File: src/lirs_pkg.sv
`timescale 1ns / 1ps
`default_nettype none
package lirs_pkg;

  localparam int SAMPLE_W   = 16;
  localparam int RING_W     = 10;
  localparam int PHASE_W    = 21;
  localparam int FRAC_W     = 16;
  localparam int STEP_W     = 21;
  localparam int CHANNELS   = 2;
  localparam int IN_W       = CHANNELS * SAMPLE_W;
  localparam int OUT_FLD_W  = CHANNELS * SAMPLE_W + RING_W;
  localparam int OUT_W      = ((OUT_FLD_W + 7) / 8) * 8;
  localparam int DATA_W     = 32;
  localparam int ADDR_W     = 3;

  localparam int RING_DEPTH_DEF  = 1024;
  localparam int MAX_OUTPUTS_DEF = 16;

  localparam logic [PHASE_W-1:0] ONE_Q16    = PHASE_W'(65536);
  localparam logic [PHASE_W-1:0] PHASE_MAX  = {PHASE_W{1'b1}};
  localparam logic [STEP_W-1:0]  STEP_RESET = STEP_W'(65536);

  localparam logic REG_STEP_RATIO = 1'b0;

  typedef enum logic {
    RS_IDLE,
    RS_EMIT
  } rs_state_t;

  typedef struct packed {
    logic prime;
    logic load;
    logic emit;
    logic skip;
  } rs_cmd_t;

  typedef struct packed {
    logic primed;
    logic phase_ge_one;
    logic out_free;
    logic emit_last;
  } rs_stat_t;

endpackage
`default_nettype wire

File: src/linear_interp_resampler_unit.sv
`timescale 1ns / 1ps
`default_nettype none
// Stereo linear-interpolation sample-rate converter. The first frame after reset only primes
// the previous frame. Every later frame is accepted in the idle state and then produces its
// output frames (0 to MAX_OUTPUTS, set by the phase and step_ratio) in the emit state, or
// takes one skip step there when it produces none, before the next frame is accepted. The
// output rate is set by the single interpolation multiplier of each channel, which yields one
// output frame per cycle into the output register while that register is free. A new input
// frame is accepted while the last output of the previous one still waits in that register.
// step_ratio is the only register, at byte address 0, unsigned Q5.16.
module linear_interp_resampler_unit
  import lirs_pkg::*;
#(
  parameter int RING_DEPTH  = RING_DEPTH_DEF,
  parameter int MAX_OUTPUTS = MAX_OUTPUTS_DEF
) (
  input  wire logic              clk,
  input  wire logic              rst,
  input  wire logic              s_tvalid,
  output logic                   s_tready,
  input  wire logic [IN_W-1:0]   s_tdata,  // left_in, right_in
  output logic                   m_tvalid,
  input  wire logic              m_tready,
  output logic      [OUT_W-1:0]  m_tdata,  // left_out, right_out, ring_index, zero fill
  output logic                   m_tlast,
  input  wire logic              psel,
  input  wire logic              penable,
  input  wire logic              pwrite,
  input  wire logic [ADDR_W-1:0] paddr,
  input  wire logic [DATA_W-1:0] pwdata,
  output logic      [DATA_W-1:0] prdata,
  output logic                   pready
);

  logic [STEP_W-1:0] step_ratio;
  rs_cmd_t           cmd;
  rs_stat_t          stat;

  lirs_cfg u_cfg (
    .clk        (clk),
    .rst        (rst),
    .psel       (psel),
    .penable    (penable),
    .pwrite     (pwrite),
    .paddr      (paddr),
    .pwdata     (pwdata),
    .prdata     (prdata),
    .pready     (pready),
    .step_ratio (step_ratio)
  );

  lirs_ctrl u_ctrl (
    .clk      (clk),
    .rst      (rst),
    .s_tvalid (s_tvalid),
    .s_tready (s_tready),
    .stat     (stat),
    .cmd      (cmd)
  );

  lirs_datapath #(
    .RING_DEPTH  (RING_DEPTH),
    .MAX_OUTPUTS (MAX_OUTPUTS)
  ) u_datapath (
    .clk        (clk),
    .rst        (rst),
    .in_data    (s_tdata),
    .step_ratio (step_ratio),
    .cmd        (cmd),
    .stat       (stat),
    .out_valid  (m_tvalid),
    .out_ready  (m_tready),
    .out_data   (m_tdata),
    .out_last   (m_tlast)
  );

endmodule
`default_nettype wire

File: src/lirs_cfg.sv
`timescale 1ns / 1ps
`default_nettype none
module lirs_cfg
  import lirs_pkg::*;
(
  input  wire logic              clk,
  input  wire logic              rst,
  input  wire logic              psel,
  input  wire logic              penable,
  input  wire logic              pwrite,
  input  wire logic [ADDR_W-1:0] paddr,
  input  wire logic [DATA_W-1:0] pwdata,
  output logic      [DATA_W-1:0] prdata,
  output logic                   pready,
  output logic      [STEP_W-1:0] step_ratio
);

  logic reg_sel;

  assign pready  = 1'b1;
  assign reg_sel = (paddr[ADDR_W-1] == REG_STEP_RATIO);

  always_ff @(posedge clk) begin
    if (rst) begin
      step_ratio <= STEP_RESET;
    end else if (psel && penable && pwrite && pready && reg_sel) begin
      step_ratio <= pwdata[STEP_W-1:0];
    end
  end

  always_comb begin
    prdata = '0;
    if (reg_sel) begin
      prdata = DATA_W'(step_ratio);
    end
  end

endmodule
`default_nettype wire

File: src/lirs_ctrl.sv
`timescale 1ns / 1ps
`default_nettype none
module lirs_ctrl
  import lirs_pkg::*;
(
  input  wire logic     clk,
  input  wire logic     rst,
  input  wire logic     s_tvalid,
  output logic          s_tready,
  input  wire rs_stat_t stat,
  output rs_cmd_t       cmd
);

  rs_state_t state;
  rs_state_t state_next;
  logic      in_beat;

  assign in_beat = s_tvalid && s_tready;

  always_ff @(posedge clk) begin
    if (rst) begin
      state <= RS_IDLE;
    end else begin
      state <= state_next;
    end
  end

  always_comb begin
    state_next = state;
    case (state)
      RS_IDLE: begin
        if (in_beat && stat.primed) begin
          state_next = RS_EMIT;
        end
      end
      RS_EMIT: begin
        if (stat.phase_ge_one) begin
          state_next = RS_IDLE;
        end else if (stat.out_free && stat.emit_last) begin
          state_next = RS_IDLE;
        end
      end
      default: state_next = RS_IDLE;
    endcase
  end

  always_comb begin
    s_tready = 1'b0;
    cmd      = '0;
    case (state)
      RS_IDLE: begin
        s_tready  = 1'b1;
        cmd.prime = in_beat && !stat.primed;
        cmd.load  = in_beat && stat.primed;
      end
      RS_EMIT: begin
        cmd.skip = stat.phase_ge_one;
        cmd.emit = !stat.phase_ge_one && stat.out_free;
      end
      default: begin
        s_tready = 1'b0;
      end
    endcase
  end

  // An output frame is only produced into a free output register.
  a_emit_free: assert property (@(posedge clk) disable iff (rst)
    cmd.emit |-> stat.out_free)
    else $error("emit into an occupied output register");

  // A frame that starts interpolation always comes after the priming frame.
  a_emit_primed: assert property (@(posedge clk) disable iff (rst)
    (state == RS_EMIT) |-> stat.primed)
    else $error("interpolation without a previous frame");

  // A loaded frame is worked on in the following cycle.
  a_load_emit: assert property (@(posedge clk) disable iff (rst)
    cmd.load |=> (state == RS_EMIT) && !s_tready)
    else $error("loaded frame not processed");

endmodule
`default_nettype wire

File: src/lirs_datapath.sv
`timescale 1ns / 1ps
`default_nettype none
module lirs_datapath
  import lirs_pkg::*;
#(
  parameter int RING_DEPTH  = RING_DEPTH_DEF,
  parameter int MAX_OUTPUTS = MAX_OUTPUTS_DEF
) (
  input  wire logic              clk,
  input  wire logic              rst,
  input  wire logic [IN_W-1:0]   in_data,
  input  wire logic [STEP_W-1:0] step_ratio,
  input  wire rs_cmd_t           cmd,
  output rs_stat_t               stat,
  output logic                   out_valid,
  input  wire logic              out_ready,
  output logic      [OUT_W-1:0]  out_data,
  output logic                   out_last
);

  localparam int IDX_W  = $clog2(RING_DEPTH);
  localparam int EXT_W  = (IDX_W > RING_W) ? IDX_W : RING_W;
  localparam int CNT_W  = $clog2(MAX_OUTPUTS + 1);
  localparam int PROD_W = 2 * SAMPLE_W + 2;
  localparam int SUM_W  = SAMPLE_W + 2;

  logic signed [SAMPLE_W-1:0] in_sample [CHANNELS];
  logic signed [SAMPLE_W-1:0] prev      [CHANNELS];
  logic signed [SAMPLE_W-1:0] cur       [CHANNELS];
  logic signed [SAMPLE_W-1:0] interp    [CHANNELS];
  logic signed [SAMPLE_W-1:0] out_sample[CHANNELS];

  logic               primed;
  logic [PHASE_W-1:0] phase;
  logic [IDX_W-1:0]   widx;
  logic [CNT_W-1:0]   cnt;
  logic [RING_W-1:0]  out_ring;

  logic [PHASE_W:0]   phase_sum;
  logic [PHASE_W-1:0] phase_sat;
  logic [PHASE_W-1:0] phase_drop;
  logic               emit_last;
  logic               out_free;
  logic [EXT_W-1:0]   widx_ext;
  logic [IDX_W-1:0]   widx_inc;

  for (genvar c = 0; c < CHANNELS; c++) begin : g_chan
    logic signed [SAMPLE_W:0]  diff;
    logic signed [SAMPLE_W:0]  frac;
    logic signed [PROD_W-1:0]  prod;
    logic signed [SUM_W-1:0]   sum;

    assign in_sample[c] = in_data[c*SAMPLE_W +: SAMPLE_W];
    assign diff = (SAMPLE_W+1)'(cur[c]) - (SAMPLE_W+1)'(prev[c]);
    assign frac = signed'({1'b0, phase[FRAC_W-1:0]});
    assign prod = PROD_W'(diff) * PROD_W'(frac);
    assign sum  = SUM_W'(prev[c]) + signed'(prod[PROD_W-1:FRAC_W]);
    assign interp[c] = sum[SAMPLE_W-1:0];
  end

  assign phase_sum  = (PHASE_W+1)'(phase) + (PHASE_W+1)'(step_ratio);
  assign phase_sat  = phase_sum[PHASE_W] ? PHASE_MAX : phase_sum[PHASE_W-1:0];
  assign phase_drop = (phase_sat >= ONE_Q16) ? (phase_sat - ONE_Q16) : '0;
  assign emit_last  = (phase_sat >= ONE_Q16) || (cnt == CNT_W'(MAX_OUTPUTS - 1));
  assign out_free   = !out_valid || out_ready;
  assign widx_ext   = EXT_W'(widx);
  assign widx_inc   = (widx == IDX_W'(RING_DEPTH - 1)) ? '0 : widx + IDX_W'(1);

  assign stat.primed       = primed;
  assign stat.phase_ge_one = (phase >= ONE_Q16);
  assign stat.out_free     = out_free;
  assign stat.emit_last    = emit_last;

  always_ff @(posedge clk) begin
    if (rst) begin
      primed    <= 1'b0;
      phase     <= '0;
      widx      <= '0;
      out_valid <= 1'b0;
      for (int c = 0; c < CHANNELS; c++) begin
        prev[c] <= '0;
      end
    end else begin
      if (cmd.prime) begin
        primed <= 1'b1;
        prev   <= in_sample;
      end
      if (cmd.skip || (cmd.emit && emit_last)) begin
        prev <= cur;
      end
      if (cmd.skip) begin
        phase <= phase - ONE_Q16;
      end else if (cmd.emit) begin
        phase <= emit_last ? phase_drop : phase_sat;
        widx  <= widx_inc;
      end
      if (cmd.emit) begin
        out_valid <= 1'b1;
      end else if (out_ready) begin
        out_valid <= 1'b0;
      end
    end
  end

  always_ff @(posedge clk) begin
    if (cmd.load) begin
      cur <= in_sample;
      cnt <= '0;
    end else if (cmd.emit) begin
      cnt <= cnt + CNT_W'(1);
    end
    if (cmd.emit) begin
      out_sample <= interp;
      out_ring   <= widx_ext[RING_W-1:0];
      out_last   <= emit_last;
    end
  end

  always_comb begin
    out_data = '0;
    for (int c = 0; c < CHANNELS; c++) begin
      out_data[c*SAMPLE_W +: SAMPLE_W] = out_sample[c];
    end
    out_data[CHANNELS*SAMPLE_W +: RING_W] = out_ring;
  end

  // The output count per frame never passes its cap.
  a_cnt_cap: assert property (@(posedge clk) disable iff (rst)
    cmd.emit |-> (cnt < CNT_W'(MAX_OUTPUTS)))
    else $error("too many outputs for one input frame");

  // The ring write index stays inside the ring.
  a_widx_range: assert property (@(posedge clk) disable iff (rst)
    widx <= IDX_W'(RING_DEPTH - 1))
    else $error("ring write index out of range");

  // Only a phase below one is interpolated.
  a_phase_emit: assert property (@(posedge clk) disable iff (rst)
    cmd.emit |-> (phase < ONE_Q16))
    else $error("interpolation with phase at or above one");

endmodule
`default_nettype wire

File: config.mk
export PLATFORM = sky130hd
export DESIGN_NAME = linear_interp_resampler_unit
export DESIGN_NICKNAME = d
export VERILOG_FILES = /design/src/lirs_pkg.sv /design/src/linear_interp_resampler_unit.sv /design/src/lirs_cfg.sv /design/src/lirs_ctrl.sv /design/src/lirs_datapath.sv
export SDC_FILE = /design/constraint.sdc
export NUM_CORES = 2
export LEC_CHECK = 0
export ABC_AREA = 1
export ABC_CLOCK_PERIOD_IN_PS = 11480
export BUFFER_PORTS_ARGS = -buffer_cell sky130_fd_sc_hd__buf_2
export CORE_AREA = 2 2 265 267
export DETAILED_ROUTE_END_ITERATION = 10
export DIE_AREA = 0 0 267 269
export GPL_ROUTABILITY_DRIVEN = 0
export PLACE_DENSITY = 0.68
export SLEW_MARGIN = 20
export SYNTH_ARGS = -nofsm -noshare
export SYNTH_HDL_FRONTEND = slang
export SYNTH_SLANG_ARGS = --single-unit
File: constraint.sdc
create_clock -name clk -period 11.48 [get_ports clk]
set_input_delay 1.722 -clock clk [delete_from_list [all_inputs] [get_ports clk]]
set_output_delay 1.722 -clock clk [all_outputs]
set_load 0.02 [all_outputs]
==> impl_results.md <==
- Run status: finished clean
- Final Non-Filler Cells: just under 5000
- Critical path buffer and inverter count: 6
- Count of pins over their slew limit: 0
- Portion of the clock cycle consumed by the worst path in the final layout: 90.6%
- Number of instances in the synthesized netlist: 3878
- CP Class: register to register
- Peak Freq: roughly 96 MHz
- Asr flop ratio synth: 0%
- Congestion Overflow GR: 0
- Endpoints failing setup: 0
- Commonest cells after routing, fill and taps aside: sky130_fd_sc_hd__inv_1, sky130_fd_sc_hd__nand2_1, sky130_fd_sc_hd__fa_1
- Vias after detailed routing: between 20000 and 25000
- Die Footprint: 0.0718 mm²
- Routed Antenna Nets: 0
- Worst Setup End Kind: register
- Crit. Startpoint: u_datapath.prev[16]
- Post-placement worst setup slack: 1.25 ns
- Lkg Pwr: 17.3 nW
- Wirelength, routed: 79200 µm
- Minimum period implied by the final worst setup slack: ~10 ns
- HP Start: u_datapath.widx[2]
- Summed instance area of the synthesized netlist: 0.0307 mm²
- Bufs on Longest Clock Path: 2
- Data required, critical path: 11.71 ns
- Count of flip-flops with a built-in enable after synthesis: 75
- RSZ-0062 raised after global routing: no
- Port bufs: 126
- Largest fanout on the critical path: 12
- Pin count of the biggest net entering global routing: 70
- Final HPWL DP: between 60000 and 70000 µm
- Row count: 97
- Wire length of the first global-routing pass: 128000 µm
- Type of origin of the critical path: register
- Slew at the pin closest to its max-slew limit: 1.13 ns
- Leading post-synthesis cells by cell area: sky130_fd_sc_hd__fa_1, sky130_fd_sc_hd__inv_1, sky130_fd_sc_hd__ha_1
- Global routing usage summed across all routing layers: a little under a quarter
- I/O pin total: 158
- Core box area: 0.0693 mm²
- CTS HTree Levels: 4
- Power density over the cells: roughly 62 mW/mm²
- Post-route worst setup slack: 1.08 ns
- TritonCTS clock tree: built
- Signal arrival time at the worst endpoint: 10.63 ns
- Final setup skew: 0.0210 ns
- Layout fillers: 6848
- Post-route DRC violation count: 0
- Syn avg cell area: 7.92 µm²
- Number of instances in the placed design: 4866
- Detailed Routing Iterations Pass 1: 5
- Relative area change from synthesis to final layout: 6.92%
- Final hold violation count: 0
- Most frequent standard cell in the layout excluding fill and tap cells: sky130_fd_sc_hd__inv_1
- Buffer cell driving the clock tree root: sky130_fd_sc_hd__clkbuf_16
- Internal power summed over all cells: approximately 1.2 mW
- Post CTS Setup Buffer Count: 0
- Cell taking the most area after synthesis: sky130_fd_sc_hd__fa_1
- Total inserted antenna cells: 0
- Max Cap Violations: 0
- Number of warnings printed during yosys synthesis: 0
- Clock sink count: 167
- DIE WIDTH: 267 µm
- Most frequent cell on the critical path: sky130_fd_sc_hd__fa_1
- Worst-case vdd ir drop: 0.000137 V
- Final layout net count: 4811
- Largest delay contributor family on the critical path: adder cells
- Flip-flop cell with the highest count after synthesis: sky130_fd_sc_hd__dfxtp_1
- Ratio of routed vias to standard cells: between 5 and 6
- Combinational Power Share: 36.1%
- Cells resized by post-CTS repair: 0
- Clock-pin slew on the worst setup and hold paths: 0.08 ns
- Accumulated negative setup slack: 0 ns
- Iteration-0 DRC Markers: 1575
- CTS Hold Buffers Added: 0
- Initial antenna violation count: 0
- Fraction of final layout cells sized beyond drive strength 1: 6.19%
- Number of buffers added by the clock tree synthesis step: 17
- Class of the most critical hold timing path: register to register
- FF-to-FF Start: u_datapath.prev[16]
- Number of library cell types mapped by synthesis: 52
- CP max stage cell: sky130_fd_sc_hd__fa_1
- Initial core utilization: 44.3%
- Psw: 865 µW
- Yosys top cell area share: a little over a third
- Sequential fraction of the synthesis area: 13.3%
- Number of global-route vias before repair: approximately 25000
- Sequential power share: 34.3%
- Number of register bits inferred by synthesis: around 170
- Insertion delay of the later-clocked pin in the worst-skew pair: ~0.49 ns
- Clock power share: 29.6%
- Vertical extent of the die: roughly 270 µm
- Slew margin rel.: 24.8%
- Sw Ratio: 42.7%
- Routed wire length per instance: 16.2 µm
- Worst stage delay on the critical path: approximately 0.70 ns
[cell usage after synthesis (26+ instances only)]
| master | instances |
|---|---|
| sky130_fd_sc_hd__nor3_1 | 26 |
| sky130_fd_sc_hd__nand3_1 | 124 |
| sky130_fd_sc_hd__xor2_1 | 66 |
| sky130_fd_sc_hd__inv_1 | 928 |
| sky130_fd_sc_hd__dfxtp_1 | 92 |
| sky130_fd_sc_hd__clkbuf_1 | 85 |
| sky130_fd_sc_hd__fa_1 | 535 |
| sky130_fd_sc_hd__nand2_1 | 738 |
| sky130_fd_sc_hd__ha_1 | 256 |
| sky130_fd_sc_hd__xnor2_1 | 32 |
| sky130_fd_sc_hd__nand4_1 | 54 |
| sky130_fd_sc_hd__nor2_1 | 376 |
| sky130_fd_sc_hd__edfxtp_1 | 75 |
| sky130_fd_sc_hd__a21oi_1 | 224 |
| sky130_fd_sc_hd__o21ai_0 | 77 |
[area by class of cell]
class | count | area (µm²) | share of cell area (%)
Multi-Input combinational cell | 2646 | 22500 | 68.5
Clock buffer | 18 | 429 | 1.31
Inverter | 955 | 3580 | 10.9
Timing Repair Buffer | 159 | 891 | 2.71
Tap cell | 940 | 1180 | 3.58
Sequential cell | 167 | 4090 | 12.5
Clock inverter | 14 | 176 | 0.537
[state kept, by name, summed over array words and instances (netlist names), 5 cells and up]
signal	cells
u_datapath.widx	10
u_datapath.out_ring	10
u_datapath.cur	32
u_datapath.prev	32
u_cfg.step_ratio	21
u_datapath.cnt	5
u_datapath.phase	21
u_datapath.out_data	32
[stage by stage]
step	area (µm²)	utilization [%]	hold slack (ns)	power, mW
2_1_floorplan	30800	-	0.408	1.17
3_3_place_gp	32200	46.5	0.440	1.42
3_5_place_dp	32200	46.5	0.445	1.42
4_1_cts	32800	47.4	0.462	2.02
5_1_grt	32800	47.4	0.483	2.13
6_report	32800	47.4	0.462	2.02
[routing by layer]
layer  track usage, %  vias to the layer above  part of all wire, %
li1                 -                    11800                    -
met1             30.2                    12200                   43
met2             38.5                      729                   48
met3             3.80                      130                  6.7
met4             7.30                        0                  2.9
met5                0                        -                    0
[power by group through the flow]
stage	registers [mW]	logic, mW	clock network (mW)
floorplan	0.703	0.471	0
global placement	0.708	0.708	0
detailed placement	0.709	0.713	0
CTS	0.695	0.717	0.612
global route	0.698	0.804	0.633
finish	0.695	0.730	0.600
[cells by family after synthesis]
logic type | synth area share, %
AOI/OAI and AO/OA | 6.29
xor gates and xnor gates | 2.79
adders and majority gates | 45.3
buffers and inverters | 13.7
DFF | 13.3
other | 0.0245
and+or+nand+nor | 18.6
[path summary, 6_finish.rpt]
| check | slack (ns) | cells after the start | end |
|---|---|---|---|
| hold reg to reg | 0.46 | 0 | u_datapath.out_ring[2] |
| setup reg to reg | 1.08 | 38 | u_datapath.out_data[15] |
| hold / removal | 0.46 | 0 | u_datapath.out_ring[2] |
| setup / recovery | 1.08 | 38 | u_datapath.out_data[15] |
Note: power is estimated with default switching activity, not from simulation.
